### src/hw/rtl/rtc_tse_pkg.sv
// Package with shared types, codes and field-update functions for the time-set editor.
package rtc_tse_pkg;

    // Key codes carried with every input item.
    localparam logic [2:0] KEY_NONE = 3'd0;
    localparam logic [2:0] KEY_NEXT = 3'd1;
    localparam logic [2:0] KEY_UP   = 3'd2;
    localparam logic [2:0] KEY_DOWN = 3'd3;
    localparam logic [2:0] KEY_SAVE = 3'd4;

    // Setting modes; the restore step after the second field is never stored.
    localparam logic [2:0] MODE_SHOW    = 3'd0;
    localparam logic [2:0] MODE_YEAR    = 3'd1;
    localparam logic [2:0] MODE_MONTH   = 3'd2;
    localparam logic [2:0] MODE_DATE    = 3'd3;
    localparam logic [2:0] MODE_WEEKDAY = 3'd4;
    localparam logic [2:0] MODE_HOUR    = 3'd5;
    localparam logic [2:0] MODE_MINUTE  = 3'd6;
    localparam logic [2:0] MODE_SECOND  = 3'd7;

    // Field limits.
    localparam logic [6:0] YEAR_MAX    = 7'd99;
    localparam logic [6:0] MONTH_MAX   = 7'd12;
    localparam logic [6:0] WEEKDAY_MAX = 7'd7;
    localparam logic [6:0] HOUR_MAX    = 7'd23;
    localparam logic [6:0] MINUTE_MAX  = 7'd59;
    localparam logic [6:0] SECOND_MAX  = 7'd59;
    localparam logic [6:0] DATE_LEAP   = 7'd29;
    localparam logic [6:0] DATE_FEB    = 7'd28;
    localparam logic [6:0] DATE_SHORT  = 7'd30;
    localparam logic [6:0] DATE_LONG   = 7'd31;

    // Stream widths.
    localparam int IN_DATA_W  = 40;
    localparam int OUT_DATA_W = 40;

    typedef struct packed {
        logic [6:0] year;
        logic [3:0] month;
        logic [4:0] date;
        logic [4:0] hour;
        logic [5:0] minute;
        logic [5:0] second;
        logic [2:0] weekday;
    } time_t;

    typedef struct packed {
        logic [2:0] key_code;
        time_t      clock;
    } in_item_t;

    typedef struct packed {
        logic [2:0] edit_mode;
        time_t      set_time;
        logic       write_clock;
    } result_t;

    localparam time_t TIME_RESET = '{
        year: 7'd0, month: 4'd1, date: 5'd1, hour: 5'd0,
        minute: 6'd0, second: 6'd0, weekday: 3'd1
    };

    // Field that wraps over 0..hi; anything above hi after the key becomes 0.
    function automatic logic [6:0] wrap_zero(logic [6:0] v, logic [2:0] key, logic [6:0] hi);
        logic [7:0] t;
        t = {1'b0, v};
        if (key == KEY_UP) begin
            t = {1'b0, v} + 8'd1;
        end else if (key == KEY_DOWN) begin
            t = (v == 7'd0) ? {1'b0, hi} : ({1'b0, v} - 8'd1);
        end
        if (t > {1'b0, hi}) begin
            t = 8'd0;
        end
        return t[6:0];
    endfunction

    // Field that wraps over 1..hi; above hi becomes 1, below 1 becomes hi.
    function automatic logic [6:0] wrap_one(logic [6:0] v, logic [2:0] key, logic [6:0] hi);
        logic [7:0] t;
        t = {1'b0, v};
        if (key == KEY_UP) begin
            t = {1'b0, v} + 8'd1;
        end else if (key == KEY_DOWN) begin
            t = (v <= 7'd1) ? 8'd0 : ({1'b0, v} - 8'd1);
        end
        if (t > {1'b0, hi}) begin
            t = 8'd1;
        end else if (t == 8'd0) begin
            t = {1'b0, hi};
        end
        return t[6:0];
    endfunction

    // Last day of the month; a leap year is any year divisible by four.
    function automatic logic [6:0] date_limit(logic [6:0] year, logic [3:0] month);
        logic [6:0] lim;
        lim = DATE_LONG;
        if (month == 4'd2) begin
            lim = (year[1:0] == 2'd0) ? DATE_LEAP : DATE_FEB;
        end else if (month == 4'd4 || month == 4'd6 || month == 4'd9 || month == 4'd11) begin
            lim = DATE_SHORT;
        end
        return lim;
    endfunction

endpackage

### src/hw/rtl/rtc_tse_in_reg.sv
// Input register stage: one slave transfer per cycle unless it is full and held.
module rtc_tse_in_reg (
    input  logic                  aclk,
    input  logic                  aresetn,
    input  logic                  in_valid,
    output logic                  in_ready,
    input  rtc_tse_pkg::in_item_t in_item,
    output logic                  item_valid,
    input  logic                  item_take,
    output rtc_tse_pkg::in_item_t item
);

    logic                  valid_reg;
    logic                  valid_next;
    rtc_tse_pkg::in_item_t item_reg;

    // The stage can load whenever it is empty or its item moves on this cycle.
    assign in_ready = !valid_reg || item_take;

    always_comb begin
        valid_next = valid_reg;
        if (in_ready) begin
            valid_next = in_valid;
        end
    end

    always_ff @(posedge aclk) begin
        if (!aresetn) begin
            valid_reg <= 1'b0;
        end else begin
            valid_reg <= valid_next;
        end
    end

    // Payload is captured on every accepted transfer.
    always_ff @(posedge aclk) begin
        if (in_valid && in_ready) begin
            item_reg <= in_item;
        end
    end

    assign item_valid = valid_reg;
    assign item       = item_reg;

endmodule

### src/hw/rtl/rtc_tse_step.sv
// Editor state (mode, edit buffer, backup) and the one-pass update logic.
module rtc_tse_step (
    input  logic                  aclk,
    input  logic                  aresetn,
    input  logic                  step_en,
    input  rtc_tse_pkg::in_item_t item,
    output rtc_tse_pkg::result_t  result
);

    logic [2:0]          mode_reg;
    logic [2:0]          mode_next;
    rtc_tse_pkg::time_t  edit_reg;
    rtc_tse_pkg::time_t  edit_next;
    rtc_tse_pkg::time_t  saved_reg;
    logic [2:0]          mode_adv;
    logic                restore;
    logic                take_backup;
    logic                wr;
    logic [6:0]          new_year;
    logic [6:0]          new_month;
    logic [6:0]          new_date;
    logic [6:0]          new_weekday;
    logic [6:0]          new_hour;
    logic [6:0]          new_minute;
    logic [6:0]          new_second;

    // Key NEXT advances the mode first; past the second field comes the restore step.
    assign restore     = (item.key_code == rtc_tse_pkg::KEY_NEXT) &&
                         (mode_reg == rtc_tse_pkg::MODE_SECOND);
    assign take_backup = (item.key_code == rtc_tse_pkg::KEY_NEXT) &&
                         (mode_reg == rtc_tse_pkg::MODE_SHOW);
    assign mode_adv    = (item.key_code == rtc_tse_pkg::KEY_NEXT) ? (mode_reg + 3'd1) : mode_reg;

    // Candidate value of every field, each under its own wrap rule.
    assign new_year    = rtc_tse_pkg::wrap_zero(edit_reg.year, item.key_code,
                                                rtc_tse_pkg::YEAR_MAX);
    assign new_month   = rtc_tse_pkg::wrap_one({3'd0, edit_reg.month}, item.key_code,
                                               rtc_tse_pkg::MONTH_MAX);
    assign new_date    = rtc_tse_pkg::wrap_one({2'd0, edit_reg.date}, item.key_code,
                             rtc_tse_pkg::date_limit(edit_reg.year, edit_reg.month));
    assign new_weekday = rtc_tse_pkg::wrap_one({4'd0, edit_reg.weekday}, item.key_code,
                                               rtc_tse_pkg::WEEKDAY_MAX);
    assign new_hour    = rtc_tse_pkg::wrap_zero({2'd0, edit_reg.hour}, item.key_code,
                                                rtc_tse_pkg::HOUR_MAX);
    assign new_minute  = rtc_tse_pkg::wrap_zero({1'b0, edit_reg.minute}, item.key_code,
                                                rtc_tse_pkg::MINUTE_MAX);
    assign new_second  = rtc_tse_pkg::wrap_zero({1'b0, edit_reg.second}, item.key_code,
                                                rtc_tse_pkg::SECOND_MAX);

    // Restore, or apply the action of the new mode; then a save key ends editing.
    always_comb begin
        edit_next = edit_reg;
        mode_next = mode_adv;
        wr        = 1'b0;
        if (restore) begin
            edit_next = saved_reg;
            mode_next = rtc_tse_pkg::MODE_SHOW;
            wr        = 1'b1;
        end else begin
            case (mode_adv)
                rtc_tse_pkg::MODE_SHOW:    edit_next = item.clock;
                rtc_tse_pkg::MODE_YEAR:    edit_next.year    = new_year;
                rtc_tse_pkg::MODE_MONTH:   edit_next.month   = new_month[3:0];
                rtc_tse_pkg::MODE_DATE:    edit_next.date    = new_date[4:0];
                rtc_tse_pkg::MODE_WEEKDAY: edit_next.weekday = new_weekday[2:0];
                rtc_tse_pkg::MODE_HOUR:    edit_next.hour    = new_hour[4:0];
                rtc_tse_pkg::MODE_MINUTE:  edit_next.minute  = new_minute[5:0];
                rtc_tse_pkg::MODE_SECOND:  edit_next.second  = new_second[5:0];
                default:                   edit_next = edit_reg;
            endcase
            if (mode_adv != rtc_tse_pkg::MODE_SHOW && item.key_code == rtc_tse_pkg::KEY_SAVE) begin
                mode_next = rtc_tse_pkg::MODE_SHOW;
                wr        = 1'b1;
            end
        end
    end

    always_ff @(posedge aclk) begin
        if (!aresetn) begin
            mode_reg <= rtc_tse_pkg::MODE_SHOW;
            edit_reg <= rtc_tse_pkg::TIME_RESET;
        end else if (step_en) begin
            mode_reg <= mode_next;
            edit_reg <= edit_next;
        end
    end

    // Backup of the buffer as it stood when editing began.
    always_ff @(posedge aclk) begin
        if (step_en && take_backup) begin
            saved_reg <= edit_reg;
        end
    end

    assign result.edit_mode   = mode_next;
    assign result.set_time    = edit_next;
    assign result.write_clock = wr;

`ifndef SYNTHESIS
    // A write to the clock always leaves the editor showing time.
    a_write_ends_edit: assert property (@(posedge aclk) disable iff (!aresetn)
        (step_en && wr) |-> (mode_next == rtc_tse_pkg::MODE_SHOW))
        else $error("write_clock raised while still editing");

    // Entering year edit from show mode stores the mode for the next item.
    a_enter_year: assert property (@(posedge aclk) disable iff (!aresetn)
        (step_en && take_backup) |=> (mode_reg == rtc_tse_pkg::MODE_YEAR))
        else $error("mode did not advance to year edit");

    // The restore step reloads the backup taken on entry.
    a_restore_loads: assert property (@(posedge aclk) disable iff (!aresetn)
        (step_en && restore) |=> (edit_reg == $past(saved_reg)))
        else $error("restore did not reload the backup");

    // Month edit always leaves a legal month.
    a_month_range: assert property (@(posedge aclk) disable iff (!aresetn)
        (step_en && !restore && mode_adv == rtc_tse_pkg::MODE_MONTH) |->
        (edit_next.month >= 4'd1 && edit_next.month <= 4'd12))
        else $error("month left out of range");
`endif

endmodule

### src/hw/rtl/rtc_tse_out_reg.sv
// Result register stage that drives the master channel.
module rtc_tse_out_reg (
    input  logic                 aclk,
    input  logic                 aresetn,
    input  logic                 res_valid,
    output logic                 res_ready,
    input  rtc_tse_pkg::result_t res,
    output logic                 out_valid,
    input  logic                 out_ready,
    output rtc_tse_pkg::result_t out_res
);

    logic                 valid_reg;
    logic                 valid_next;
    rtc_tse_pkg::result_t res_reg;

    // The register can load when it is empty or its content leaves this cycle.
    assign res_ready = !valid_reg || out_ready;

    always_comb begin
        valid_next = valid_reg;
        if (res_ready) begin
            valid_next = res_valid;
        end
    end

    always_ff @(posedge aclk) begin
        if (!aresetn) begin
            valid_reg <= 1'b0;
        end else begin
            valid_reg <= valid_next;
        end
    end

    always_ff @(posedge aclk) begin
        if (res_valid && res_ready) begin
            res_reg <= res;
        end
    end

    assign out_valid = valid_reg;
    assign out_res   = res_reg;

endmodule

### src/hw/rtl/rtc_time_set_editor.sv
// Top level of the clock time-set editor with stream input and result channels.
//
// Usage: every slave transfer is one pass of the time-setting control loop. It carries
// a key code and the time currently read from the clock chip. Every transfer yields
// exactly one master transfer with the setting mode, the seven-field edit buffer and
// a write flag that asks for the buffer to be written to the clock chip.
// Path: an accepted input transfer loads the input register, after which its result loads
// the result register that drives m_tvalid and m_tdata. Throughput is one item per cycle
// unless m_tready stalls the result register; the loop through the mode and edit-buffer
// registers sets it.
// Reset: aresetn low for one clock empties both stages and returns the editor to
// show mode with the buffer at year 0, January 1st, weekday 1, 00:00:00.
// Stalls: while m_tready is low the result register holds its transfer; the input
// register still takes one more item, and s_tready drops only when both are full.
// The backup restored at the end of an editing round is taken on entry to year edit.
module rtc_time_set_editor (
    input  logic                               aclk,
    input  logic                               aresetn,
    input  logic                               s_tvalid,
    output logic                               s_tready,
    // key_code[2:0], clock_year[9:3], clock_month[13:10], clock_date[18:14],
    // clock_hour[23:19], clock_minute[29:24], clock_second[35:30],
    // clock_weekday[38:36], zero pad [39]
    input  logic [rtc_tse_pkg::IN_DATA_W-1:0]  s_tdata,
    output logic                               m_tvalid,
    input  logic                               m_tready,
    // edit_mode[2:0], set_year[9:3], set_month[13:10], set_date[18:14],
    // set_hour[23:19], set_minute[29:24], set_second[35:30],
    // set_weekday[38:36], write_clock[39]
    output logic [rtc_tse_pkg::OUT_DATA_W-1:0] m_tdata
);

    rtc_tse_pkg::in_item_t in_item;
    rtc_tse_pkg::in_item_t item;
    rtc_tse_pkg::result_t  res;
    rtc_tse_pkg::result_t  out_res;
    logic                  item_valid;
    logic                  res_ready;
    logic                  step_en;

    // Unpack the slave transfer.
    assign in_item.key_code      = s_tdata[2:0];
    assign in_item.clock.year    = s_tdata[9:3];
    assign in_item.clock.month   = s_tdata[13:10];
    assign in_item.clock.date    = s_tdata[18:14];
    assign in_item.clock.hour    = s_tdata[23:19];
    assign in_item.clock.minute  = s_tdata[29:24];
    assign in_item.clock.second  = s_tdata[35:30];
    assign in_item.clock.weekday = s_tdata[38:36];

    rtc_tse_in_reg u_in_reg (
        .aclk       (aclk),
        .aresetn    (aresetn),
        .in_valid   (s_tvalid),
        .in_ready   (s_tready),
        .in_item    (in_item),
        .item_valid (item_valid),
        .item_take  (res_ready),
        .item       (item)
    );

    // The state advances exactly when an item moves into the result register.
    assign step_en = item_valid && res_ready;

    rtc_tse_step u_step (
        .aclk    (aclk),
        .aresetn (aresetn),
        .step_en (step_en),
        .item    (item),
        .result  (res)
    );

    rtc_tse_out_reg u_out_reg (
        .aclk      (aclk),
        .aresetn   (aresetn),
        .res_valid (item_valid),
        .res_ready (res_ready),
        .res       (res),
        .out_valid (m_tvalid),
        .out_ready (m_tready),
        .out_res   (out_res)
    );

    // Pack the master transfer.
    assign m_tdata = {out_res.write_clock,
                      out_res.set_time.weekday,
                      out_res.set_time.second,
                      out_res.set_time.minute,
                      out_res.set_time.hour,
                      out_res.set_time.date,
                      out_res.set_time.month,
                      out_res.set_time.year,
                      out_res.edit_mode};

endmodule

### config.mk
export PLATFORM = sky130hd
export DESIGN_NAME = rtc_time_set_editor
export DESIGN_NICKNAME = d
export VERILOG_FILES = /design/src/hw/rtl/rtc_tse_pkg.sv /design/src/hw/rtl/rtc_tse_in_reg.sv /design/src/hw/rtl/rtc_tse_step.sv /design/src/hw/rtl/rtc_tse_out_reg.sv /design/src/hw/rtl/rtc_time_set_editor.sv
export SDC_FILE = /design/constraint.sdc
export NUM_CORES = 1
export LEC_CHECK = 0
export CORE_MARGIN = 2
export CORE_UTILIZATION = 45
export DETAILED_ROUTE_END_ITERATION = 6
export DONT_BUFFER_PORTS = 1
export GPL_TIMING_DRIVEN = 1
export HOLD_SLACK_MARGIN = 0.03
export PLACE_DENSITY_LB_ADDON = 0.25
export SLEW_MARGIN = 20
export SYNTH_ARGS = -nofsm -noshare
export SYNTH_HDL_FRONTEND = slang
export SYNTH_HIERARCHICAL = 1
export SYNTH_SLANG_ARGS = --single-unit
export TNS_END_PERCENT = 20
### constraint.sdc
create_clock -name aclk -period 13.27 [get_ports aclk]
set_input_delay 1.9905 -clock aclk [delete_from_list [all_inputs] [get_ports aclk]]
set_output_delay 1.9905 -clock aclk [all_outputs]
set_load 0.005 [all_outputs]
==> results of run 1 <==
-- layout make-up --
| cell class | instances | share of cell area (%) |
|---|---|---|
| clock buffers | 20 | 4.64 |
| clock inverters | 12 | 1.52 |
| inverters | 31 | 1.21 |
| multi-input cells | 640 | 43.9 |
| flip-flops and latches | 156 | 44.4 |
| well taps | 265 | 3.45 |
| repair buffers | 11 | 0.858 |
-- report_power, final --
part | internal (mW) | total [mW] | switching, mW | leakage, nW
Combinational | 0.0497 | 0.128 | 0.0779 | 1.55
Sequential | 0.549 | 0.573 | 0.0247 | 1.43
Clock | 0.300 | 0.497 | 0.198 | 0.288
-- per-stage QoR --
| step | utilization (%) | cell area, sq um | hold slack [ns] | setup WS (ns) | total power [mW] |
|---|---|---|---|---|---|
| detailed placement | 46.4 | 9030 | 0.504 | 9.00 | 0.710 |
| global placement | 46.4 | 9030 | 0.499 | 9.00 | 0.709 |
| global route | 49.4 | 9620 | 0.535 | 8.98 | 1.25 |
| CTS | 49.4 | 9620 | 0.513 | 8.99 | 1.21 |
| floorplan | - | 8900 | 0.403 | 7.49 | 0.679 |
| finish | 49.4 | 9620 | 0.511 | 9.00 | 1.20 |
-- synthesized netlist by cell type, types with 4 or more instances --
master / number
a211oi_1: 10
a21boi_0: 4
a21oi_1: 55
a221o_1: 6
a221oi_1: 16
a22oi_1: 5
a311oi_1: 5
a31oi_1: 22
and2_1: 4
and3_1: 5
buf_1: 6
buf_2: 13
buf_4: 7
clkbuf_1: 41
dfxtp_1: 41
edfxtp_1: 115
ha_1: 24
inv_1: 30
mux2i_1: 12
nand2_1: 66
nand2b_1: 10
nand3_1: 27
nand3b_1: 4
nand4_1: 5
nand4b_1: 9
nor2_1: 84
nor2b_1: 14
nor3_1: 24
nor3b_1: 6
nor4_1: 6
o211ai_1: 11
o21a_1: 4
o21ai_0: 50
o221ai_1: 4
o22ai_1: 9
o2bb2ai_1: 4
o31a_1: 8
o31ai_1: 19
or2_2: 6
or3_1: 7
xnor2_1: 7
xor2_1: 6
-- worst max path at each step --
| stage | startpoint | endpoint | slack [ns] | cells after the start |
|---|---|---|---|---|
| detailed placement | m_tready | s_tready | 9.00 | 2 |
| finish | m_tready | s_tready | 9.00 | 2 |
| global route | m_tready | s_tready | 8.98 | 2 |
| global placement | m_tready | s_tready | 9.00 | 2 |
| floorplan | m_tready | u_step/saved_reg[0]$_DFFE_PP_ | 7.49 | 6 |
| CTS | m_tready | s_tready | 8.99 | 2 |
-- logic make-up after synthesis --
| logic type | synth area share (%) |
|---|---|
| buf+inv | 4.79 |
| flops | 48.0 |
| compound gates | 22.4 |
| fa+ha+maj | 3.49 |
| mux | 1.64 |
| simple gates | 18.4 |
| xor+xnor | 1.28 |
-- per-layer routing --
layer / track usage, % / up-vias / routed length [um]
li1: - / 3355 / -
met1: 30.9 / 3358 / 10500
met2: 35.2 / 211 / 10600
met3: 4.77 / 38 / 1090
met4: 8.02 / 0 / 474
met5: 0 / - / 0
==> run_results.csv, run 1 <==
group,metric,value,unit
synthesis,synthFlopType,"edfxtp_1",
setup_path,start_kind,"primary input",
synthesis,ys_seq_elements,156,
floorplan,chipHeight,145,um
worst_hold_path,hold_start,"u_in_reg/item_valid$_SDFFE_PN0P_",
final_layout,fin_cells,1135,
clock_network,clock_path_buffers,2,
setup_path,r2r-end,"u_step/edit_reg[17]$_SDFFE_PN0P_",
synthesis,syn_inst,896,
worst_hold_path,hold_class,"reg -> reg",
clock_network,clockRootBuffer,"clkbuf_16",
setup_path,r2r-start,"u_step/mode_reg[0]$_SDFFE_PN0P_",
synthesis,synth.distinct_cells,98,
timing,skew,0.00961,ns
global_routing,globalRouteTotalUtil,22.5,%
route,dr.pass1.iters,5,
status,status,"finished, final reports clean",
clock_network,postCtsHoldBufs,0,
global_routing,antenna_found_initial,0,
synthesis,synth_area,0.00890,sq mm
setup_path,worstRegToRegCells,10,
synthesis,synth_top_area_share,38.8,%
timing,timing_hold_violations_final,0,
timing,slew_headroom,35.8,%
floorplan,coreArea,0.0195,sq mm
worst_hold_path,holdPathEnd,"u_out_reg/out_valid$_SDFFE_PN0P_",
setup_path,slowest_stage,"nand2b_4",
clock_network,cts_tree,"built",
timing,tightest_slew,0.937,ns
clock_network,htreeDepth,4,
placement,dpl.hpwl,14300,um
final_layout,regArea,0.00427,sq mm
timing,tns,0,ns
final_layout,final_nets,925,
setup_path,path_buf_inv,0,
setup_path,r2r_setup_slack,9.85,ns
floorplan,io_pins,86,
route,ant_nets,0,
placement,portBuffers,0,
final_layout,drive_above_1_share,9.54,%
final_layout,mostFrequentLayoutCells,"edfxtp_1, nor2_1, nand2_1",
placement,dp.cells,1103,
clock_network,clk_pin_slew,0.06,ns
setup_path,setup.worst_path.class,"in -> out",
final_layout,syn_to_final_growth,8.10,%
final_layout,multi_input_comb_area,0.00423,sq mm
pwr,power.density,125,mW/mm^2
setup_path,critPathMaxFanout,4,
timing,fin_crit_sh,32.2,%
synthesis,synth-edff-count,115,
setup_path,cp_top_family,"simple AND/OR/NAND/NOR gates",
clock_network,cts_setup_buffers,0,
timing,rsz0062_at_grt,"no",
final_layout,largest_reg_flops,40,
global_routing,grt_pass1_wl,36000,um
synthesis,seq_area_frac_synth,48.0,%
route,wl_per_cell,20.0,um
final_layout,layout_commonest_cell,"edfxtp_1",
route,drtIter0Drc,631,
global_routing,grt_pass1_vias,6542,
clock_network,cts_num_sinks,156,
timing,drv_slew,0,
setup_path,cp-end-kind,"output port",
worst_hold_path,hold_path_depth,2,
floorplan,start_util,45.7,%
floorplan,placementRows,51,
pwr,p_leak,3.27,nW
synthesis,synth_top_cell_by_area,"edfxtp_1",
placement,routabilityCongestion,0.869,
clock_network,post_cts_resized,0,
timing,min_period,4.27,ns
synthesis,avgSynthCellArea,9.94,sq um
setup_path,cpMostUsedCell,"nand2b_4",
final_layout,antenna_cells,0,
route,num_vias,6962,
route,wl,22700,um
clock_network,clk-insertion-delay-late,0.43,ns
setup_path,path_cells,"nand2b_4 > nand2b_4",
final_layout,num-fill-cells,1764,
floorplan,fp.dieW,145,um
floorplan,die_area,0.0209,sq mm
synthesis,ys_warn_count,6,
setup_path,critPathArrivalTime,2.28,ns
timing,finalSetupViolCount,0,
setup_path,worstPathRequired,11.28,ns
global_routing,grt_max_degree,61,
route,via_per_inst,6.13,
setup_path,cp_slowest_stage_delay,0.16,ns
job,drv_cap,0,
synthesis,async_flop_share,0,%
global_routing,grt_overflow_total,0,
clock_network,numCtsBuffers,17,
synthesis,synth_area_leaders,"edfxtp_1, dfxtp_1, nor2_1",
timing,clock.fmax,234,MHz
route,drc,0,
synthesis,syn-num-nets,964,
pwr,power.ir.vdd_worst,81.6,uV
Power figures use the tool's default switching activity.
==> inputs of run 2 (changes only) <==
==> constraint.sdc (replaced) <==
create_clock -name aclk -period 4.3 [get_ports aclk]
set_input_delay 0.645 -clock aclk [delete_from_list [all_inputs] [get_ports aclk]]
set_output_delay 0.645 -clock aclk [all_outputs]
set_load 0.005 [all_outputs]
==> run 2 against run 1 <==
  * Wire length down 1.2%
  * Hold slack got worse by 0.22 ns
  * First-iteration DRC count increased by 39%
  * Combinational power grew to 3.1 times the previous value
  * Clock skew is 0.0029 ns higher
  * Utilization grew 0.66 points
  * Sequential share of layout area decreased by 0.59 points
  * Count of clock-buffer cells in the layout decreased by 1
  * Critical path depth rose by 7
  * Die area stayed put
  * Sequential power rose to 3.1 times the previous value
  * Global-route usage is 0.58 points lower
==> run_results.csv, run 2 (synthesis results as in run 1) <==
group,metric,value,unit
timing,rsz0062_at_grt,"no",
final_layout,final_cell_area,0.00975,sq mm
pwr,power.ir.vdd_worst,265,uV
setup_path,path_cells,"inv_1 > ha_1 > or4b_4 > o22ai_4 > nor2_1 > a221o_1 > a21oi_1 > o2bb2ai_1 > and2_1",
timing,slew_headroom,41.4,%
final_layout,antenna_cells,0,
status,status,"finished, final reports clean",
global_routing,grt_max_degree,44,
floorplan,die_area,0.0209,sq mm
floorplan,io_pins,86,
route,drtIter0Drc,876,
final_layout,multi_input_comb_area,0.00423,sq mm
clock_network,clk_pin_slew,0.07,ns
clock_network,postCtsHoldBufs,0,
final_layout,largest_reg_flops,40,
final_layout,final_nets,930,
setup_path,cp.depth,9,
global_routing,antenna_found_initial,0,
final_layout,layout_commonest_cell,"edfxtp_1",
route,dr.pass1.iters,5,
route,wl_per_cell,19.7,um
setup_path,setup.worst_path.class,"reg -> reg",
global_routing,grt_overflow_total,0,
timing,timing_hold_violations_final,0,
floorplan,fp.dieW,145,um
timing,finalSetupViolCount,0,
clock_network,numCtsBuffers,17,
job,drv_cap,0,
final_layout,mostFrequentLayoutCells,"edfxtp_1, nor2_1, nand2_1",
route,dr_wl_met3,1140,um
timing,tightest_slew,0.876,ns
clock_network,post_cts_resized,0,
pwr,p_leak,3.34,nW
route,routedLengthMet1,10500,um
clock_network,clock_path_buffers,2,
setup_path,critPathArrivalTime,3.66,ns
floorplan,start_util,45.7,%
clock_network,cts_setup_buffers,0,
timing,min_period,3.33,ns
timing,tns,0,ns
route,top_layer_used,"met4",
worst_hold_path,hold_start,"aresetn",
clock_network,cts_num_sinks,156,
placement,portBuffers,0,
clock_network,cts_tree,"built",
timing,fin_crit_sh,77.5,%
final_layout,drive_above_1_share,10.1,%
route,via_per_inst,6.21,
setup_path,cp_slowest_stage_delay,0.57,ns
timing,skew,0.0126,ns
route,wl_met2,10400,um
floorplan,chipHeight,145,um
global_routing,grt_pass1_wl,35200,um
setup_path,path_buf_inv,1,
worst_hold_path,hold_class,"in -> reg",
pwr,power.density,402,mW/mm^2
floorplan,coreArea,0.0195,sq mm
setup_path,r2r_setup_slack,0.97,ns
final_layout,regArea,0.00427,sq mm
global_routing,globalRouteTotalUtil,21.9,%
setup_path,start_kind,"register",
floorplan,placementRows,51,
route,ant_nets,0,
placement,place_area,0.00907,sq mm
clock_network,clk-insertion-delay-late,0.44,ns
final_layout,num-fill-cells,1761,
clock_network,htreeDepth,4,
timing,drv_slew,0,
timing,clock.fmax,300,MHz
setup_path,setup.worst_path.end,"u_step/edit_reg[5]$_SDFFE_PN0P_",
setup_path,r2r-start,"u_step/mode_reg[1]$_SDFFE_PN0P_",
final_layout,fin_util,50.1,%
final_layout,syn_to_final_growth,9.54,%
global_routing,grt_pass1_vias,6463,
setup_path,crit_start,"u_step/mode_reg[1]$_SDFFE_PN0P_",
setup_path,slowest_stage,"or4b_4",
clock_network,clockRootBuffer,"clkbuf_16",
setup_path,cp-end-kind,"register",
setup_path,critPathMaxFanout,17,
setup_path,worstPathRequired,4.63,ns
setup_path,r2r-end,"u_step/edit_reg[5]$_SDFFE_PN0P_",
worst_hold_path,hold_path_depth,1,
setup_path,cp_top_family,"compound AO/OA/AOI/OAI gates",
placement,dpl.hpwl,14500,um
placement,routabilityCongestion,0.892,
route,drc,0,
route,wl,22400,um
setup_path,worstRegToRegCells,9,
route,num_vias,7074,
-- run 2: how the worst min path moves through the flow --
stage / end / slack, ns
2_1_floorplan: u_step/saved_reg[22]$_DFFE_PP_ / 0.40
3_3_place_gp: u_out_reg/out_valid$_SDFFE_PN0P_ / 0.50
3_5_place_dp: u_out_reg/out_valid$_SDFFE_PN0P_ / 0.51
4_1_cts: u_step/edit_reg[0]$_SDFFE_PN1P_ / 0.28
5_1_grt: u_in_reg/item[11]$_DFFE_PP_ / 0.28
6_report: u_step/edit_reg[0]$_SDFFE_PN1P_ / 0.29
-- run 2: per-stage QoR --
| stage | total power, mW | cells | hold WS [ns] | worst slack [ns] |
|---|---|---|---|---|
| final | 3.92 | 1140 | 0.290 | 0.967 |
| after global routing | 4.06 | 1140 | 0.281 | 0.724 |
| after CTS | 3.94 | 1140 | 0.282 | 1.01 |
| after detailed placement | 2.19 | 1108 | 0.514 | 1.05 |
| after global placement | 2.19 | 1108 | 0.498 | 1.07 |
| after floorplan | 2.09 | 896 | 0.403 | 0.959 |
-- run 2: layout make-up --
cell class	instances	area share, %
clock buffers	19	4.44
clock inverters	13	2.51
inverters	31	1.19
multi-input cells	640	43.4
flip-flops and latches	156	43.8
well taps	265	3.40
repair buffers	16	1.23
-- run 2: power by group --
group / internal (mW) / switching [mW] / total (mW) / leakage [nW]
clock network: 1.14 / 0.610 / 1.75 / 0.328
logic: 0.155 / 0.238 / 0.394 / 1.57
registers: 1.69 / 0.0776 / 1.77 / 1.43
-- run 2: worst reg2reg max path: cells and delay by family (launching register included) --
family | cells | cell delay (ns)
AO/OA/AOI/OAI | 4 | 1.16
AND/OR/NAND/NOR | 3 | 1.04
flip-flops | 1 | 0.56
adder cells (fa/ha/maj) | 1 | 0.38
buffers and inverters | 1 | 0.09
-- run 2: metal layers --
layer,track usage [%],vias up
met5,0,-
met4,7.05,0
met3,4.44,40
met2,34.6,227
met1,30.3,3453
li1,-,3354
==> inputs of run 3 (changes only) <==
==> constraint.sdc (replaced) <==
create_clock -name aclk -period 2.8 [get_ports aclk]
set_input_delay 0.42 -clock aclk [delete_from_list [all_inputs] [get_ports aclk]]
set_output_delay 0.42 -clock aclk [all_outputs]
set_load 0.005 [all_outputs]
==> run 3 against run 2 <==
  * Wire length is 5.1% higher
  * Count of clock-buffer cells in the layout is 1 lower
  * Combinational power is 88% higher
  * Sequential power is 52% higher
  * Via count is 3.6% higher
  * Clock skew is 0.0028 ns lower
  * Critical path type unchanged
  * Largest power group unchanged
==> run_results.csv, run 3 (synthesis results as in run 1) <==
group,metric,value,unit
status,status,"finished, final reports clean",
final_layout,syn_to_final_growth,14.8,%
timing,timing_hold_violations_final,0,
timing,drv_slew,0,
pwr,power.ir.vdd_worst,400,uV
floorplan,fp.dieW,145,um
clock_network,postCtsHoldBufs,0,
placement,routabilityCongestion,0.900,
worst_hold_path,hold_path_depth,0,
placement,portBuffers,0,
job,drv_cap,0,
clock_network,cts_tree,"built",
global_routing,antenna_found_initial,0,
placement,place_area,0.00957,sq mm
global_routing,grt_pass1_vias,6748,
route,drc,0,
floorplan,die_area,0.0209,sq mm
final_layout,layout_commonest_cell,"edfxtp_1",
setup_path,setup.worst_path.class,"reg -> reg",
setup_path,r2r-end,"u_step/edit_reg[8]$_SDFFE_PN0P_",
final_layout,largest_reg_flops,40,
setup_path,start_kind,"register",
global_routing,grt_max_degree,44,
final_layout,drive_above_1_share,17.1,%
setup_path,critPathMaxFanout,7,
clock_network,numCtsBuffers,17,
route,dr.pass1.iters,5,
floorplan,placementRows,51,
route,wl,23600,um
timing,tightest_slew,0.792,ns
clock_network,clock_path_buffers,2,
worst_hold_path,hold_class,"in -> reg",
placement,dpl.hpwl,15500,um
setup_path,cp-end-kind,"register",
final_layout,antenna_cells,0,
route,num_vias,7328,
clock_network,clk_pin_slew,0.06,ns
pwr,p_leak,3.63,nW
timing,fin_crit_sh,98.1,%
final_layout,multi_input_comb_area,0.00428,sq mm
final_layout,final_cell_area,0.0102,sq mm
timing,slew_headroom,46.8,%
timing,tns,0,ns
timing,finalSetupViolCount,0,
worst_hold_path,holdPathEnd,"u_in_reg/item[35]$_DFFE_PP_",
timing,rsz0062_at_grt,"yes",
pwr,power.density,572,mW/mm^2
global_routing,globalRouteTotalUtil,23.0,%
placement,dp.cells,1169,
final_layout,fin_cells,1200,
route,wl_per_cell,19.6,um
floorplan,chipHeight,145,um
timing,clock.fmax,364,MHz
timing,skew,0.00972,ns
final_layout,num-fill-cells,1730,
setup_path,worstRegToRegCells,9,
clock_network,cts_setup_buffers,0,
global_routing,grt_pass1_wl,36900,um
setup_path,critPathArrivalTime,3.08,ns
clock_network,clockRootBuffer,"clkbuf_16",
clock_network,clk-insertion-delay-late,0.44,ns
final_layout,mostFrequentLayoutCells,"edfxtp_1, nor2_1, buf_4",
clock_network,cts_num_sinks,156,
worst_hold_path,hold_start,"s_tdata[9]",
route,drtIter0Drc,790,
route,via_per_inst,6.11,
setup_path,worstPathRequired,3.13,ns
floorplan,start_util,45.7,%
floorplan,io_pins,86,
timing,min_period,2.75,ns
floorplan,coreArea,0.0195,sq mm
clock_network,htreeDepth,4,
final_layout,regArea,0.00428,sq mm
setup_path,r2r-start,"u_step/mode_reg[1]$_SDFFE_PN0P_",
setup_path,r2r_setup_slack,0.05,ns
final_layout,final_nets,991,
route,ant_nets,0,
global_routing,grt_overflow_total,0,
==> run 3: cell types whose count changed in the layout (fill, tap and decap cells not counted), moves of 2 or more <==
| cell | before | now |
|---|---|---|
| ha_2 | 0 | 2 |
| buf_4 | 16 | 74 |
| bufinv_16 | 7 | 4 |
| buf_12 | 0 | 3 |
| ha_1 | 24 | 22 |
| clkinv_2 | 3 | 5 |
==> run 3: power by group <==
part | total [mW] | switching (mW) | internal, mW
Sequential | 2.69 | 0.0849 | 2.60
Clock | 2.42 | 0.947 | 1.48
Combinational | 0.739 | 0.430 | 0.308
==> run 3: through the flow <==
step                      hold slack, ns  total power, mW  utilization, %  worst slack (ns)
after CTS                         0.0602             5.87            52.3            0.0445
after floorplan                    0.403             3.22               -            -0.304
after global placement             0.496             3.44            49.2            0.0425
after detailed placement           0.509             3.45            49.2          -0.00690
after global routing              0.0567             6.06            52.5           -0.0714
final                             0.0697             5.85            52.5            0.0523
==> run 3: metal layers <==
metal | wire [um] | track usage (%) | up-vias
met3 | 1380 | 4.18 | 38
met1 | 10600 | 31.5 | 3508
li1 | - | - | 3485
met4 | 442 | 8.33 | 0
met2 | 11100 | 36.8 | 297
met5 | 0 | 0 | -
==> run 3: critical path: stages, from the launching register on <==
cell	delay [ns]
dfxtp_1	0.38
inv_1	0.06
ha_1	0.29
or4b_4	0.55
o22ai_4	0.29
nor2_1	0.24
a221o_1	0.33
o21ai_0	0.13
o41ai_2	0.16
o21ba_2	0.21
==> run 3: what timing repair did <==
item | CTS | global route
pin swaps | 0 | 3
resized for setup | 1 | 15
setup endpoints to repair | 1 | 19
==> run 3: worst max-delay path by stage <==
stage	cells after the start	slack [ns]	from	to
6_report	9	0.05	u_step/mode_reg[1]$_SDFFE_PN0P_	u_step/edit_reg[8]$_SDFFE_PN0P_
5_1_grt	9	-0.07	u_step/mode_reg[1]$_SDFFE_PN0P_	u_step/edit_reg[8]$_SDFFE_PN0P_
4_1_cts	13	0.04	u_step/edit_reg[21]$_SDFFE_PN0P_	u_out_reg/out_res[22]$_DFFE_PP_
3_5_place_dp	13	-0.007	u_step/edit_reg[21]$_SDFFE_PN0P_	u_out_reg/out_res[22]$_DFFE_PP_
3_3_place_gp	13	0.04	u_step/edit_reg[21]$_SDFFE_PN0P_	u_out_reg/out_res[22]$_DFFE_PP_
2_1_floorplan	11	-0.30	u_step/mode_reg[0]$_SDFFE_PN0P_	u_out_reg/out_res[21]$_DFFE_PP_
==> run 3: final cells by class <==
type,instances,area share (%)
Clock inverter,13,1.70
Clock buffer,18,4.20
Multi-Input combinational cell,640,41.9
Timing Repair Buffer,77,6.02
Tap cell,265,3.24
Inverter,31,1.14
Sequential cell,156,41.8
